**src/assert_macros.svh**
```systemverilog
// ---------------------------------------------------------------------------
// assert_macros.svh
// Assertion macros shared by the list block. Define NO_ASSERTIONS to drop them.
// ---------------------------------------------------------------------------
`ifndef ASSERT_MACROS_SVH
`define ASSERT_MACROS_SVH

`ifndef NO_ASSERTIONS

// Property checked at every rising edge outside reset.
`define CAL_ASSERT(label, clk, rst_n, prop, msg) \
    label: assert property (@(posedge clk) disable iff (!(rst_n)) (prop)) else $error(msg);

// Condition that must never be seen at a rising edge outside reset.
`define CAL_ASSERT_NEVER(label, clk, rst_n, cond, msg) \
    label: assert property (@(posedge clk) disable iff (!(rst_n)) !(cond)) else $error(msg);

`else

`define CAL_ASSERT(label, clk, rst_n, prop, msg)
`define CAL_ASSERT_NEVER(label, clk, rst_n, cond, msg)

`endif

`endif

```
**src/cal_pkg.sv**
```systemverilog
// ---------------------------------------------------------------------------
// cal_pkg
// Command, status, state and result types of the cursor array list.
// ---------------------------------------------------------------------------
`default_nettype none

package cal_pkg;

    // Command codes carried on the input beat.
    typedef enum logic [2:0] {
        CMD_INSERT = 3'd0,
        CMD_TAKE   = 3'd1,
        CMD_READ   = 3'd2,
        CMD_START  = 3'd3,
        CMD_END    = 3'd4,
        CMD_NEXT   = 3'd5,
        CMD_SET    = 3'd6,
        CMD_CLEAR  = 3'd7
    } t_cmd;

    // Status codes returned with every result beat.
    typedef enum logic [1:0] {
        ST_OK    = 2'd0,
        ST_FULL  = 2'd1,
        ST_EMPTY = 2'd2,
        ST_RANGE = 2'd3
    } t_status;

    // Sequencer states.
    typedef enum logic [2:0] {
        S_IDLE,
        S_UP,
        S_PUT,
        S_GET,
        S_DN,
        S_DONE
    } t_state;

    // One result beat.
    typedef struct packed {
        logic [31:0] data_out;
        t_status     status;
        logic [4:0]  item_count;
        logic [4:0]  cursor_now;
        logic        not_empty;
        logic        at_end;
    } t_result;

endpackage

`default_nettype wire

```
**src/cal_ram.sv**
```systemverilog
// ---------------------------------------------------------------------------
// cal_ram
// Element store: one write port and one read port with registered read data.
// ---------------------------------------------------------------------------
`default_nettype none

module cal_ram #(
    parameter int DEPTH = 16,
    parameter int WIDTH = 32
) (
    input  wire logic                     i_clk,
    input  wire logic                     i_we,
    input  wire logic [$clog2(DEPTH)-1:0] i_waddr,
    input  wire logic [WIDTH-1:0]         i_wdata,
    input  wire logic                     i_re,
    input  wire logic [$clog2(DEPTH)-1:0] i_raddr,
    output logic      [WIDTH-1:0]         o_rdata
);

    logic [WIDTH-1:0] r_mem [DEPTH];

    // Write port.
    always_ff @(posedge i_clk) begin
        if (i_we) begin
            r_mem[i_waddr] <= i_wdata;
        end
    end

    // Read port, with registered read data.
    always_ff @(posedge i_clk) begin
        if (i_re) begin
            o_rdata <= r_mem[i_raddr];
        end
    end

endmodule

`default_nettype wire

```
**src/cal_ctrl.sv**
```systemverilog
// ---------------------------------------------------------------------------
// cal_ctrl
// Command sequencer: holds count and cursor and moves elements through the RAM.
// ---------------------------------------------------------------------------
`default_nettype none

module cal_ctrl
    import cal_pkg::*;
#(
    parameter int CAPACITY     = 16,
    parameter int ELEMENT_BITS = 32
) (
    input  wire logic                        i_clk,
    input  wire logic                        i_rst_n,
    input  wire logic                        i_valid,
    output logic                             o_ready,
    input  wire logic [2:0]                  i_cmd,
    input  wire logic [31:0]                 i_data_in,
    input  wire logic [4:0]                  i_position,
    output logic                             o_res_valid,
    input  wire logic                        i_res_ready,
    output t_result                          o_res,
    output logic                             o_ram_we,
    output logic [$clog2(CAPACITY)-1:0]      o_ram_waddr,
    output logic [ELEMENT_BITS-1:0]          o_ram_wdata,
    output logic                             o_ram_re,
    output logic [$clog2(CAPACITY)-1:0]      o_ram_raddr,
    input  wire logic [ELEMENT_BITS-1:0]     i_ram_rdata
);

    localparam int AW = $clog2(CAPACITY);
    localparam int CW = $clog2(CAPACITY + 1);
    localparam int XW = ELEMENT_BITS + 32;

    t_state                  r_state, n_state;
    logic [CW-1:0]           r_count, n_count;
    logic [CW-1:0]           r_cursor, n_cursor;
    logic [CW-1:0]           r_idx, n_idx;
    logic [ELEMENT_BITS-1:0] r_value, n_value;
    logic [ELEMENT_BITS-1:0] r_data, n_data;
    t_status                 r_status, n_status;
    logic                    r_take, n_take;

    logic                    w_accept;
    logic [XW-1:0]           w_in_ext;
    logic [XW-1:0]           w_out_ext;
    logic [CW-1:0]           w_cnt_m1;
    logic [CW-1:0]           w_cur_m1;
    logic [CW-1:0]           w_idx_m1;
    logic [CW-1:0]           w_idx_m2;
    logic [CW-1:0]           w_idx_p1;
    logic [CW-1:0]           w_idx_p2;

    // Element value fitted to the element width, and back to the result width.
    assign w_in_ext  = XW'(i_data_in);
    assign w_out_ext = XW'(r_data);

    assign w_cnt_m1 = r_count - CW'(1);
    assign w_cur_m1 = r_cursor - CW'(1);
    assign w_idx_m1 = r_idx - CW'(1);
    assign w_idx_m2 = r_idx - CW'(2);
    assign w_idx_p1 = r_idx + CW'(1);
    assign w_idx_p2 = r_idx + CW'(2);

    assign o_ready     = (r_state == S_IDLE);
    assign o_res_valid = (r_state == S_DONE);
    assign w_accept    = i_valid && o_ready;

    // Result beat assembled from the settled state.
    always_comb begin
        o_res.data_out   = w_out_ext[31:0];
        o_res.status     = r_status;
        o_res.item_count = 5'(r_count);
        o_res.cursor_now = 5'(r_cursor);
        o_res.not_empty  = (r_count != '0);
        o_res.at_end     = (r_cursor == r_count);
    end

    // Next state, bookkeeping and RAM requests. During a shift the read address
    // stays two entries away from the write address, so no forwarding is needed.
    always_comb begin
        n_state  = r_state;
        n_count  = r_count;
        n_cursor = r_cursor;
        n_idx    = r_idx;
        n_value  = r_value;
        n_data   = r_data;
        n_status = r_status;
        n_take   = r_take;

        o_ram_we    = 1'b0;
        o_ram_waddr = r_idx[AW-1:0];
        o_ram_wdata = i_ram_rdata;
        o_ram_re    = 1'b0;
        o_ram_raddr = '0;

        unique case (r_state)
            S_IDLE: begin
                if (w_accept) begin
                    n_status = ST_OK;
                    n_data   = '0;
                    n_state  = S_DONE;
                    unique case (t_cmd'(i_cmd))
                        CMD_INSERT: begin
                            n_value = w_in_ext[ELEMENT_BITS-1:0];
                            if (r_count >= CW'(CAPACITY)) begin
                                n_status = ST_FULL;
                            end else if (r_cursor > r_count) begin
                                n_status = ST_RANGE;
                            end else if (r_cursor == r_count) begin
                                // Append: nothing to move.
                                o_ram_we    = 1'b1;
                                o_ram_waddr = r_cursor[AW-1:0];
                                o_ram_wdata = w_in_ext[ELEMENT_BITS-1:0];
                                n_cursor    = r_cursor + CW'(1);
                                n_count     = r_count + CW'(1);
                            end else begin
                                // Start moving the tail up from its last element.
                                o_ram_re    = 1'b1;
                                o_ram_raddr = w_cnt_m1[AW-1:0];
                                n_idx       = r_count;
                                n_state     = S_UP;
                            end
                        end
                        CMD_TAKE, CMD_READ: begin
                            if (r_count == '0) begin
                                n_status = ST_EMPTY;
                            end else if (r_cursor == '0 || r_cursor > r_count) begin
                                n_status = ST_RANGE;
                            end else begin
                                o_ram_re    = 1'b1;
                                o_ram_raddr = w_cur_m1[AW-1:0];
                                n_take      = (t_cmd'(i_cmd) == CMD_TAKE);
                                n_state     = S_GET;
                            end
                        end
                        CMD_START: begin
                            n_cursor = (r_count == '0) ? '0 : CW'(1);
                        end
                        CMD_END: begin
                            n_cursor = r_count;
                        end
                        CMD_NEXT: begin
                            if (r_cursor < CW'(CAPACITY)) begin
                                n_cursor = r_cursor + CW'(1);
                            end
                        end
                        CMD_SET: begin
                            if (32'(i_position) > 32'(CAPACITY)) begin
                                n_cursor = CW'(CAPACITY);
                            end else begin
                                n_cursor = CW'(i_position);
                            end
                        end
                        CMD_CLEAR: begin
                            n_count  = '0;
                            n_cursor = '0;
                        end
                    endcase
                end
            end

            S_UP: begin
                // Element read last cycle moves up by one entry.
                o_ram_we    = 1'b1;
                o_ram_waddr = r_idx[AW-1:0];
                o_ram_wdata = i_ram_rdata;
                if (w_idx_m1 == r_cursor) begin
                    n_state = S_PUT;
                end else begin
                    o_ram_re    = 1'b1;
                    o_ram_raddr = w_idx_m2[AW-1:0];
                    n_idx       = w_idx_m1;
                end
            end

            S_PUT: begin
                // The gap at the cursor takes the new element.
                o_ram_we    = 1'b1;
                o_ram_waddr = r_cursor[AW-1:0];
                o_ram_wdata = r_value;
                n_cursor    = r_cursor + CW'(1);
                n_count     = r_count + CW'(1);
                n_state     = S_DONE;
            end

            S_GET: begin
                n_data = i_ram_rdata;
                if (!r_take) begin
                    n_state = S_DONE;
                end else if (r_cursor == r_count) begin
                    // Last element taken: nothing to move.
                    n_cursor = w_cur_m1;
                    n_count  = w_cnt_m1;
                    n_state  = S_DONE;
                end else begin
                    o_ram_re    = 1'b1;
                    o_ram_raddr = r_cursor[AW-1:0];
                    n_idx       = w_cur_m1;
                    n_state     = S_DN;
                end
            end

            S_DN: begin
                // Element read last cycle moves down by one entry.
                o_ram_we    = 1'b1;
                o_ram_waddr = r_idx[AW-1:0];
                o_ram_wdata = i_ram_rdata;
                if (w_idx_p2 == r_count) begin
                    n_cursor = w_cur_m1;
                    n_count  = w_cnt_m1;
                    n_state  = S_DONE;
                end else begin
                    o_ram_re    = 1'b1;
                    o_ram_raddr = w_idx_p2[AW-1:0];
                    n_idx       = w_idx_p1;
                end
            end

            S_DONE: begin
                if (i_res_ready) begin
                    n_state = S_IDLE;
                end
            end

            default: begin
                n_state = S_IDLE;
            end
        endcase
    end

    // Control state.
    always_ff @(posedge i_clk) begin
        if (!i_rst_n) begin
            r_state  <= S_IDLE;
            r_count  <= '0;
            r_cursor <= '0;
        end else begin
            r_state  <= n_state;
            r_count  <= n_count;
            r_cursor <= n_cursor;
        end
    end

    // Working registers of the current command.
    always_ff @(posedge i_clk) begin
        r_idx    <= n_idx;
        r_value  <= n_value;
        r_data   <= n_data;
        r_status <= n_status;
        r_take   <= n_take;
    end

endmodule

`default_nettype wire

```
**src/cursor_array_list.sv**
```systemverilog
// ---------------------------------------------------------------------------
// cursor_array_list
// Fixed-capacity ordered list with a cursor, held in one synchronous RAM.
// ---------------------------------------------------------------------------
//
//  Channel   Handshake            Payload
//  command   i_valid / o_ready    i_cmd, i_data_in, i_position
//  result    o_valid / i_ready    o_data_out, o_status, o_item_count,
//                                 o_cursor_now, o_not_empty, o_at_end
//
//  One command is worked at a time. An insert or take that moves elements
//  shifts them one entry at a time, since the RAM moves one element per cycle.
//  A result waits in the output register; while that register holds a stalled
//  result beat, the next result waits in the sequencer, which then takes no
//  new command. Reset clears count and cursor; the RAM contents are not
//  cleared.
//
`default_nettype none
`include "assert_macros.svh"

module cursor_array_list
    import cal_pkg::*;
#(
    parameter int CAPACITY     = 16,
    parameter int ELEMENT_BITS = 32
) (
    input  wire logic        i_clk,
    input  wire logic        i_rst_n,
    input  wire logic        i_valid,
    output logic             o_ready,
    input  wire logic [2:0]  i_cmd,
    input  wire logic [31:0] i_data_in,
    input  wire logic [4:0]  i_position,
    output logic             o_valid,
    input  wire logic        i_ready,
    output logic [31:0]      o_data_out,
    output logic [1:0]       o_status,
    output logic [4:0]       o_item_count,
    output logic [4:0]       o_cursor_now,
    output logic             o_not_empty,
    output logic             o_at_end
);

    localparam int AW = $clog2(CAPACITY);

    t_result                 w_res;
    logic                    w_res_valid;
    logic                    w_res_ready;
    logic                    w_ram_we;
    logic [AW-1:0]           w_ram_waddr;
    logic [ELEMENT_BITS-1:0] w_ram_wdata;
    logic                    w_ram_re;
    logic [AW-1:0]           w_ram_raddr;
    logic [ELEMENT_BITS-1:0] w_ram_rdata;

    t_result                 r_out;
    logic                    r_out_valid;

    // Sequencer.
    cal_ctrl #(
        .CAPACITY     (CAPACITY),
        .ELEMENT_BITS (ELEMENT_BITS)
    ) u_ctrl (
        .i_clk       (i_clk),
        .i_rst_n     (i_rst_n),
        .i_valid     (i_valid),
        .o_ready     (o_ready),
        .i_cmd       (i_cmd),
        .i_data_in   (i_data_in),
        .i_position  (i_position),
        .o_res_valid (w_res_valid),
        .i_res_ready (w_res_ready),
        .o_res       (w_res),
        .o_ram_we    (w_ram_we),
        .o_ram_waddr (w_ram_waddr),
        .o_ram_wdata (w_ram_wdata),
        .o_ram_re    (w_ram_re),
        .o_ram_raddr (w_ram_raddr),
        .i_ram_rdata (w_ram_rdata)
    );

    // Element store.
    cal_ram #(
        .DEPTH (CAPACITY),
        .WIDTH (ELEMENT_BITS)
    ) u_ram (
        .i_clk   (i_clk),
        .i_we    (w_ram_we),
        .i_waddr (w_ram_waddr),
        .i_wdata (w_ram_wdata),
        .i_re    (w_ram_re),
        .i_raddr (w_ram_raddr),
        .o_rdata (w_ram_rdata)
    );

    // Output register takes a result whenever it is empty or being drained.
    assign w_res_ready = !r_out_valid || i_ready;

    always_ff @(posedge i_clk) begin
        if (!i_rst_n) begin
            r_out_valid <= 1'b0;
        end else if (w_res_ready) begin
            r_out_valid <= w_res_valid;
        end
    end

    always_ff @(posedge i_clk) begin
        if (w_res_ready && w_res_valid) begin
            r_out <= w_res;
        end
    end

    assign o_valid      = r_out_valid;
    assign o_data_out   = r_out.data_out;
    assign o_status     = r_out.status;
    assign o_item_count = r_out.item_count;
    assign o_cursor_now = r_out.cursor_now;
    assign o_not_empty  = r_out.not_empty;
    assign o_at_end     = r_out.at_end;

    // An accepted command leaves the sequencer busy in the cycle after its beat.
    `CAL_ASSERT(a_busy_after_beat, i_clk, i_rst_n, (i_valid && o_ready) |=> !o_ready, "command accepted on back-to-back cycles")

    // An empty-list error is only reported while the list holds nothing.
    `CAL_ASSERT(a_empty_status, i_clk, i_rst_n, (o_valid && o_status == ST_EMPTY) |-> !o_not_empty, "empty status with elements held")

    // Failed commands return no element data.
    `CAL_ASSERT_NEVER(a_err_data_zero, i_clk, i_rst_n, o_valid && o_status != ST_OK && o_data_out != 32'd0, "data returned with an error status")

endmodule

`default_nettype wire
```
**config.mk**
```make
export PLATFORM = sky130hd
export DESIGN_NAME = cursor_array_list
export DESIGN_NICKNAME = d
export VERILOG_FILES = /design/src/cal_pkg.sv /design/src/cal_ram.sv /design/src/cal_ctrl.sv /design/src/cursor_array_list.sv
export VERILOG_INCLUDE_DIRS = /design/src /design/src/src
export SDC_FILE = /design/constraint.sdc
export NUM_CORES = 1
export LEC_CHECK = 0
export BUFFER_PORTS_ARGS = -buffer_cell sky130_fd_sc_hd__buf_2
export CAP_MARGIN = 20
export CORE_MARGIN = 1.5
export CORE_UTILIZATION = 50
export DETAILED_ROUTE_END_ITERATION = 10
export PLACE_DENSITY = 0.7
export SYNTH_ARGS = -nofsm -noshare
export SYNTH_HDL_FRONTEND = slang
export SYNTH_SLANG_ARGS = --single-unit
```
**constraint.sdc**
```tcl
create_clock -name i_clk -period 6.4 [get_ports i_clk]
set_input_delay 0.64 -clock i_clk [delete_from_list [all_inputs] [get_ports i_clk]]
set_output_delay 0.64 -clock i_clk [all_outputs]
set_load 0.05 [all_outputs]
```
# --- After elaboration in Yosys (flattened, before gate mapping) ---
# Memory sizes are Yosys's and may differ from the RTL's. A register that Yosys moved wholly into a read port is not among the register bits.
# Index checks and enable logic that the tools add are counted.
word_totals:
  mem_bits_rw: 512
  regBits: 132
  mem_count: 1
  mem_bits_ro: 0
  latchBits: 0
op_classes:
  n_eq_ne: 34
  mul: 0
  shift: 0
  addsub: 8
  div_mod_pow: 0
  n_mux: 94
  n_bitwise: 2
  order_cmp: 4
  n_reduce_logical: 23
mem_list:
  columns: ["name", "words", "word_bits", "read_ports", "rd_ports_with_merged_regs", "wr", "line", "text"]
  rows:
  - ["u_ram.r_mem", 16, 32, 1, 1, 1, "cal_ram.sv:20", "logic [WIDTH-1:0] r_mem [DEPTH];"]
op_table:
  columns: ["cell", "count"]
  rows:
  - ["$mux 32", 6]
  - ["$pmux 32 s2", 2]
  - ["$mux 5", 25]
  - ["$mux 4", 15]
  - ["$pmux 5 s4", 3]
  - ["$mux 3", 10]
  - ["$pmux 5 s6", 1]
  - ["$reduce_and 10->1", 2]
  - ["$eq 3x3->1 const B", 6]
  - ["$mux 1", 18]
  - ["$ne 2x2->1 const B", 9]
  - ["$pmux 3 s6", 1]
  - ["$pmux 4 s2", 2]
  - ["$pmux 4 s4", 1]
  - ["$add 5x1->5 const B", 3]
  - ["$eq 5x5->1", 3]
  - ["$ne 3x3->1 const B", 5]
  - ["$sub 5x1->5 const B", 3]
  - ["$eq 3x2->1 const B", 4]
  - ["$logic_not 5->1", 2]
  - ["$pmux 5 s2", 1]
  - ["$reduce_and 9->1", 1]
  - ["$mux 2", 4]
  - ["$ne 2x1->1 const B", 4]
  - ["26 further kinds", 34]

# --- Depth between registers and ports, before layout ---
depth:
  word_depth: 9
  ltp_mapped: 14
  depth_no_buf: 10

# --- Cells and area by module ---
# A second synthesis with hierarchy kept.
hier_totals:
  hier_cells: 1402
  area_unflattened_um2: 26915.8
by_module_without_submodules:
  columns: ["mod", "instances", "seq_area_each_um2", "cells_each", "area_per_inst_um2"]
  rows:
  - ["cal_ram", 1, 16335.7, 838, 20174.3]
  - ["cal_ctrl", 1, 2422.3, 513, 5302.6]
  - ["cursor_array_list", 1, 1401.3, 51, 1438.9]

# --- Worst setup path before layout ---
# Ideal clock, no wire load.
synth_timing:
  kind: "in2reg"
  start: "input i_valid"
  end: "memory u_ram.r_mem[1][0] (enable)"
  setup_ns: 0.421
  path_slack_ns: 0.822
  path_stages: 10
  arrival_ns: 5.157
  t_required_ns: 5.979
  path_cell_list: "or4b_1 buf_2 nor2_1 and2_1 clkbuf_1 o21ai_0 clkbuf_1 nor3_1 a31oi_1 nor2_1"
synth_via:
  elab_chain_cells: 5
  elab_cells_between_ends: 7
  cone_classes: "mux (6); reduce/logical (1)"
synth_rtl:
  columns: ["element", "line", "text"]
  rows:
  - ["start, declared", "cursor_array_list.sv:29", "input wire logic i_valid,"]
  - ["$logic_and 1x1->1 (*)", "cal_ctrl.sv:67", "assign w_accept = i_valid && o_ready;"]
  - ["$mux 1", "cal_ctrl.sv:99", "if (w_accept) begin"]
  - ["$pmux 1 s2", "cal_ctrl.sv:97", "unique case (r_state)"]
  - ["$mux 1", "cal_ram.sv:24", "if (i_we) begin"]
  - ["$mux 1 (implied by the code)", "cal_ram.sv:25", "r_mem[i_waddr] <= i_wdata;"]
  - ["end, declared", "cal_ram.sv:20", null]
# Every way passes the cells marked *; elsewhere a longest branch is shown, timed or not.

# --- Final worst setup path ---
layout_timing:
  start: "register u_ctrl.r_count[0]"
  end: "register u_ram.o_rdata[23], read port of u_ram.r_mem, data pin"
layout_via:
  elab_chain_cells: 7
  elab_cells_between_ends: 28
  cone_classes: "add/sub (1); order compare (2); eq/ne (2); mux (21); reduce/logical (2)"
layout_rtl:
  columns: ["element", "line", "text"]
  rows:
  - ["start, declared", "cal_ctrl.sv:36", "logic [CW-1:0] r_count, n_count;"]
  - ["start signal, assigned", "cal_ctrl.sv:240", "r_count <= n_count;"]
  - ["$sub 5x1->5 (tied with other cells)", "cal_ctrl.sv:58", "assign w_cnt_m1 = r_count - CW'(1);"]
  - ["$mux 4 (tied with other cells)", "cal_ctrl.sv:110", "end else if (r_cursor == r_count) begin"]
  - ["$mux 4 (tied with other cells)", "cal_ctrl.sv:108", "end else if (r_cursor > r_count) begin"]
  - ["$mux 4 (tied with other cells)", "cal_ctrl.sv:106", "if (r_count >= CW'(CAPACITY)) begin"]
  - ["$pmux 4 s2 or $pmux 1 s2 (tied branches)", "cal_ctrl.sv:103", "unique case (t_cmd'(i_cmd))"]
  - ["$mux 4 or $mux 1 (tied branches)", "cal_ctrl.sv:99", null]
  - ["$pmux 4 s4 or $pmux 1 s4 (tied branches)", "cal_ctrl.sv:97", null]
  - ["end, declared", "cal_ram.sv:17", "output logic [WIDTH-1:0] o_rdata"]
# Parallel ways exist; a longest one is shown, timed or not.
# A chain may end at the register's enable or synchronous reset.

==> summary.json <==
{
  "finish.net_count": {"value": 2126},
  "synthCells": {"value": 1996},
  "initial_core_util": {"value": 0.508},
  "crit_fanout": {"value": 73},
  "drt_pass1_iterations": {"value": 5},
  "via_count": {"value": 18600},
  "clock_tree.buffer_depth": {"value": 3},
  "placeableCoreArea": {"value": 0.0553, "unit": "sq mm"},
  "timing.critical_path.cells": {"value": "inv_1 > ha_1 > nor4b_1 > or3_1 > or3_1 > nor3_2 > or2_4 > nand3b_1 > buf_4 > o22ai_1 > a211o_1"},
  "critical_path_buf_inv_count": {"value": 2},
  "drt-vias-per-instance": {"value": 6.51},
  "max-slew-margin-rel": {"value": 0.247},
  "outcome": {"value": "finished clean"},
  "worst-setup-path-type": {"value": "reg -> reg"},
  "route.detailed.wl_per_inst": {"value": 25.5, "unit": "um"},
  "grt_use_total": {"value": 0.252},
  "grt_first_pass_wirelength": {"value": 109000, "unit": "um"},
  "synth-seq-area-share": {"value": 0.717},
  "antenna_found_initial": {"value": 2},
  "routabilityCongestion": {"value": 0.914},
  "critPathMostFrequentCell": {"value": "sky130_fd_sc_hd__or3_1"},
  "htree_num_levels": {"value": 3},
  "required": {"value": 6760, "unit": "ps"},
  "hold_path.startpoint": {"value": "i_data_in[16]"},
  "pin_count": {"value": 92},
  "fin_setup_tns": {"value": 0, "unit": "ps"},
  "irDropWorstVdd": {"value": 0.000489, "unit": "V"},
  "worst_r2r_startpoint": {"value": "u_ctrl.r_count[0]"},
  "detail_route.drc_violations": {"value": 0},
  "wirelength": {"value": 73100, "unit": "um"},
  "fp.dieW": {"value": 240, "unit": "um"},
  "die-area": {"value": 0.0576, "unit": "sq mm"},
  "reg2reg_depth": {"value": 11},
  "worst_hold_slack": {"value": 232, "unit": "ps"},
  "cts_inserted_buffers": {"value": 69},
  "synth.lib_cells_used.distinct": {"value": 68},
  "cts_hold_buffers": {"value": 0},
  "ys_seq_elements": {"value": 676},
  "cts_root_buf": {"value": "sky130_fd_sc_hd__clkbuf_16"},
  "skew": {"value": 26.9, "unit": "ps"},
  "finalWorstPathRequiredPeriod": {"value": 5240, "unit": "ps"},
  "synthesis.area": {"value": 0.0281, "unit": "sq mm"},
  "cts_tree": {"value": "built"},
  "clock_latency": {"value": 600, "unit": "ps"},
  "clkTransAtPathRegs": {"value": 60, "unit": "ps"},
  "synthesis.area_per_instance": {"value": 14.1, "unit": "sq um"},
  "min_delay_path_depth": {"value": 1},
  "finalMaxSlewViolations": {"value": 0},
  "setup.worst_path.start_class": {"value": "flop"},
  "initialDrtViolationCount": {"value": 2247},
  "grt_remaining_overflow": {"value": 0},
  "r2r_setup_slk": {"value": 1160, "unit": "ps"},
  "synth_async_sr_flop_share": {"value": 0},
  "power.total": {"value": 0.0178, "unit": "W"},
  "numPortBuffers": {"value": 91},
  "diodes": {"value": 0},
  "grt_max_degree": {"value": 94},
  "hold_path_class": {"value": "in -> reg"},
  "cts.sink_count": {"value": 676},
  "crit_path_max_incr_delay": {"value": 830, "unit": "ps"},
  "floorplan.die.height": {"value": 240, "unit": "um"},
  "cpLargestDelayFamily": {"value": "simple AND/OR/NAND/NOR gates"},
  "synthesized_netlist_net_count": {"value": 2055},
  "final_layout_size_suffix_gt1_frac": {"value": 0.143},
  "max_cap_viol_count": {"value": 0},
  "finalCritPeriodShare": {"value": 0.819},
  "setup_repair_after_global_routing_missed_its_margin": {"value": "false"},
  "tightestPinTransition": {"value": 1130, "unit": "ps"},
  "cellPowerDensity": {"value": 561, "unit": "mW/mm^2"},
  "layout.core_utilization": {"value": 0.574},
  "hold_violations": {"value": 0},
  "sum_of_net_half_perimeters_after_detailed_placement": {"value": 42600, "unit": "um"},
  "first_global_vias": {"value": 17900},
  "timing.fmax": {"value": 0.191, "unit": "GHz"},
  "cts-resized-gates": {"value": 0},
  "post_cts_setup_buffer_count": {"value": 0},
  "hold_path_end": {"value": "u_ctrl.r_value[16]"},
  "post_synth_edffs": {"value": 662},
  "layout_area_overhead": {"value": 12.9, "unit": "%"},
  "end_kind": {"value": "flop"},
  "synth-main-ff-cell": {"value": "sky130_fd_sc_hd__edfxtp_1"},
  "worst_ep_arrival_time": {"value": 5600, "unit": "ps"},
  "p_leak": {"value": 10.9, "unit": "nW"},
  "ys_warn_count": {"value": 0},
  "worstReg2RegEnd": {"value": "u_ram.o_rdata[23]"},
  "placed_cells": {"value": 2744},
  "rows": {"value": 86},
  "setup_viol": {"value": 0},
  "final_antenna_net_count": {"value": 0},
  "crit_slowest_cell": {"value": "sky130_fd_sc_hd__or2_4"},
  "instances_no_fill": {"value": 2863}
}
## flip-flops by register name, indices dropped and copies added, names as in the netlist
register         count
u_ram.r_mem        512
o_data_out          32
u_ctrl.r_data       32
u_ctrl.r_value      32
u_ram.o_rdata       32
o_cursor_now         5
o_item_count         5
u_ctrl.r_count       5
u_ctrl.r_cursor      5
u_ctrl.r_idx         5
u_ctrl.r_state       3
o_status             2
u_ctrl.r_status      2
o_at_end             1
o_not_empty          1
o_valid              1
u_ctrl.r_take        1
## Yosys cell counts (13+ instances only)
cell type | number | area, sq um
sky130_fd_sc_hd__buf_2 | 27 | 135
sky130_fd_sc_hd__and3_1 | 38 | 238
sky130_fd_sc_hd__edfxtp_1 | 662 | 19900
sky130_fd_sc_hd__a21oi_1 | 87 | 435
sky130_fd_sc_hd__xnor2_1 | 13 | 114
sky130_fd_sc_hd__o22ai_1 | 38 | 238
sky130_fd_sc_hd__a22oi_1 | 34 | 255
sky130_fd_sc_hd__mux2i_1 | 72 | 721
sky130_fd_sc_hd__clkbuf_1 | 131 | 492
sky130_fd_sc_hd__o21ai_0 | 179 | 896
sky130_fd_sc_hd__dfxtp_1 | 14 | 280
sky130_fd_sc_hd__a211o_1 | 33 | 289
sky130_fd_sc_hd__a311oi_1 | 64 | 561
sky130_fd_sc_hd__nor2_1 | 52 | 195
sky130_fd_sc_hd__ha_1 | 15 | 188
sky130_fd_sc_hd__inv_1 | 16 | 60.1
sky130_fd_sc_hd__nand2_1 | 161 | 604
sky130_fd_sc_hd__a32oi_1 | 66 | 578
sky130_fd_sc_hd__a22o_1 | 33 | 289
sky130_fd_sc_hd__nand3_1 | 106 | 531
sky130_fd_sc_hd__nor3_1 | 18 | 90.1
## power by group
group | total [W] | switching, W | internal (W) | leakage, nW
registers | 0.00692 | 0.000425 | 0.00650 | 6.15
logic | 0.00710 | 0.00491 | 0.00219 | 3.73
clock network | 0.00377 | 0.00163 | 0.00214 | 1.01
## worst max path at each step
stage,startpoint,to,slack (ps),cells after the start
floorplan,i_valid,u_ram.r_mem[1][0],820,10
global placement,u_ctrl.r_count[0],u_ram.o_rdata[24],1410,11
detailed placement,u_ctrl.r_count[0],u_ram.o_rdata[23],1310,11
CTS,u_ctrl.r_count[0],u_ram.o_rdata[23],1260,11
global route,u_ctrl.r_count[0],u_ram.o_rdata[27],1010,11
finish,u_ctrl.r_count[0],u_ram.o_rdata[23],1160,11
## through the flow
step | cell area (sq um) | setup slack [ps]
6_report | 31700 | 1160
5_1_grt | 31700 | 1010
4_1_cts | 31700 | 1260
3_5_place_dp | 29600 | 1310
3_3_place_gp | 29600 | 1410
2_1_floorplan | 28100 | 822
## cell usage in the layout, fill, tap and decap left out, types with 7 or more instances in the layout
cell type                   instances
sky130_fd_sc_hd__and3_1            38
sky130_fd_sc_hd__clkinv_2           9
sky130_fd_sc_hd__nand2_1          159
sky130_fd_sc_hd__mux2i_1           72
sky130_fd_sc_hd__nor2b_1            7
sky130_fd_sc_hd__a311oi_1          64
sky130_fd_sc_hd__inv_1             16
sky130_fd_sc_hd__a31oi_1           11
sky130_fd_sc_hd__a22o_1            33
sky130_fd_sc_hd__clkbuf_16         69
sky130_fd_sc_hd__edfxtp_1         662
sky130_fd_sc_hd__nor3_1            17
sky130_fd_sc_hd__xnor2_1           13
sky130_fd_sc_hd__ha_1              15
sky130_fd_sc_hd__o22ai_1           38
sky130_fd_sc_hd__clkbuf_1          24
sky130_fd_sc_hd__a22oi_1           34
sky130_fd_sc_hd__a32oi_1           66
sky130_fd_sc_hd__buf_2             91
sky130_fd_sc_hd__xor2_1            12
sky130_fd_sc_hd__nor2_1            32
sky130_fd_sc_hd__nand3_1          106
sky130_fd_sc_hd__nor2_4            19
sky130_fd_sc_hd__clkinv_1           7
sky130_fd_sc_hd__buf_4             79
sky130_fd_sc_hd__a211o_1           33
sky130_fd_sc_hd__a211oi_1           7
sky130_fd_sc_hd__o21ai_0          178
sky130_fd_sc_hd__dfxtp_1           13
sky130_fd_sc_hd__a21oi_1           87
## per-layer routing
metal	up-vias	share of wire	global-route usage
li1	8043	-	-
met2	1180	0.45	0.384
met1	9269	0.42	0.366
met3	145	0.11	0.0506
met4	0	0.021	0.0785
met5	-	0	0
## worst register-to-register path, cell delays in order, from the launching register on
cell,delay [ps]
sky130_fd_sc_hd__dfxtp_1,640
sky130_fd_sc_hd__inv_1,270
sky130_fd_sc_hd__ha_1,330
sky130_fd_sc_hd__nor4b_1,200
sky130_fd_sc_hd__or3_1,490
sky130_fd_sc_hd__or3_1,360
sky130_fd_sc_hd__nor3_2,180
sky130_fd_sc_hd__or2_4,830
sky130_fd_sc_hd__nand3b_1,750
sky130_fd_sc_hd__buf_4,470
sky130_fd_sc_hd__o22ai_1,190
sky130_fd_sc_hd__a211o_1,300
## logic make-up (layout without fill, tap and decap cells)
family / Yosys count / in the layout / synth area share
XOR/XNOR: 26 / 26 / 0.00859
flip-flops: 676 / 676 / 0.717
adder cells (fa/ha/maj): 15 / 15 / 0.00668
buffers and inverters: 188 / 307 / 0.0272
multiplexers: 73 / 73 / 0.0260
AO/OA/AOI/OAI: 601 / 601 / 0.145
AND/OR/NAND/NOR: 417 / 417 / 0.0694
## layout make-up
type	count	area [sq um]
sequential	676	20200
clock buffer	94	1830
clock inverter	25	243
inverter	17	63.8
fill	4268	23600
tap	748	936
timing repair buffer	171	1070
multi-input combinational	1132	7420
(Power assumes the default switching activity.)
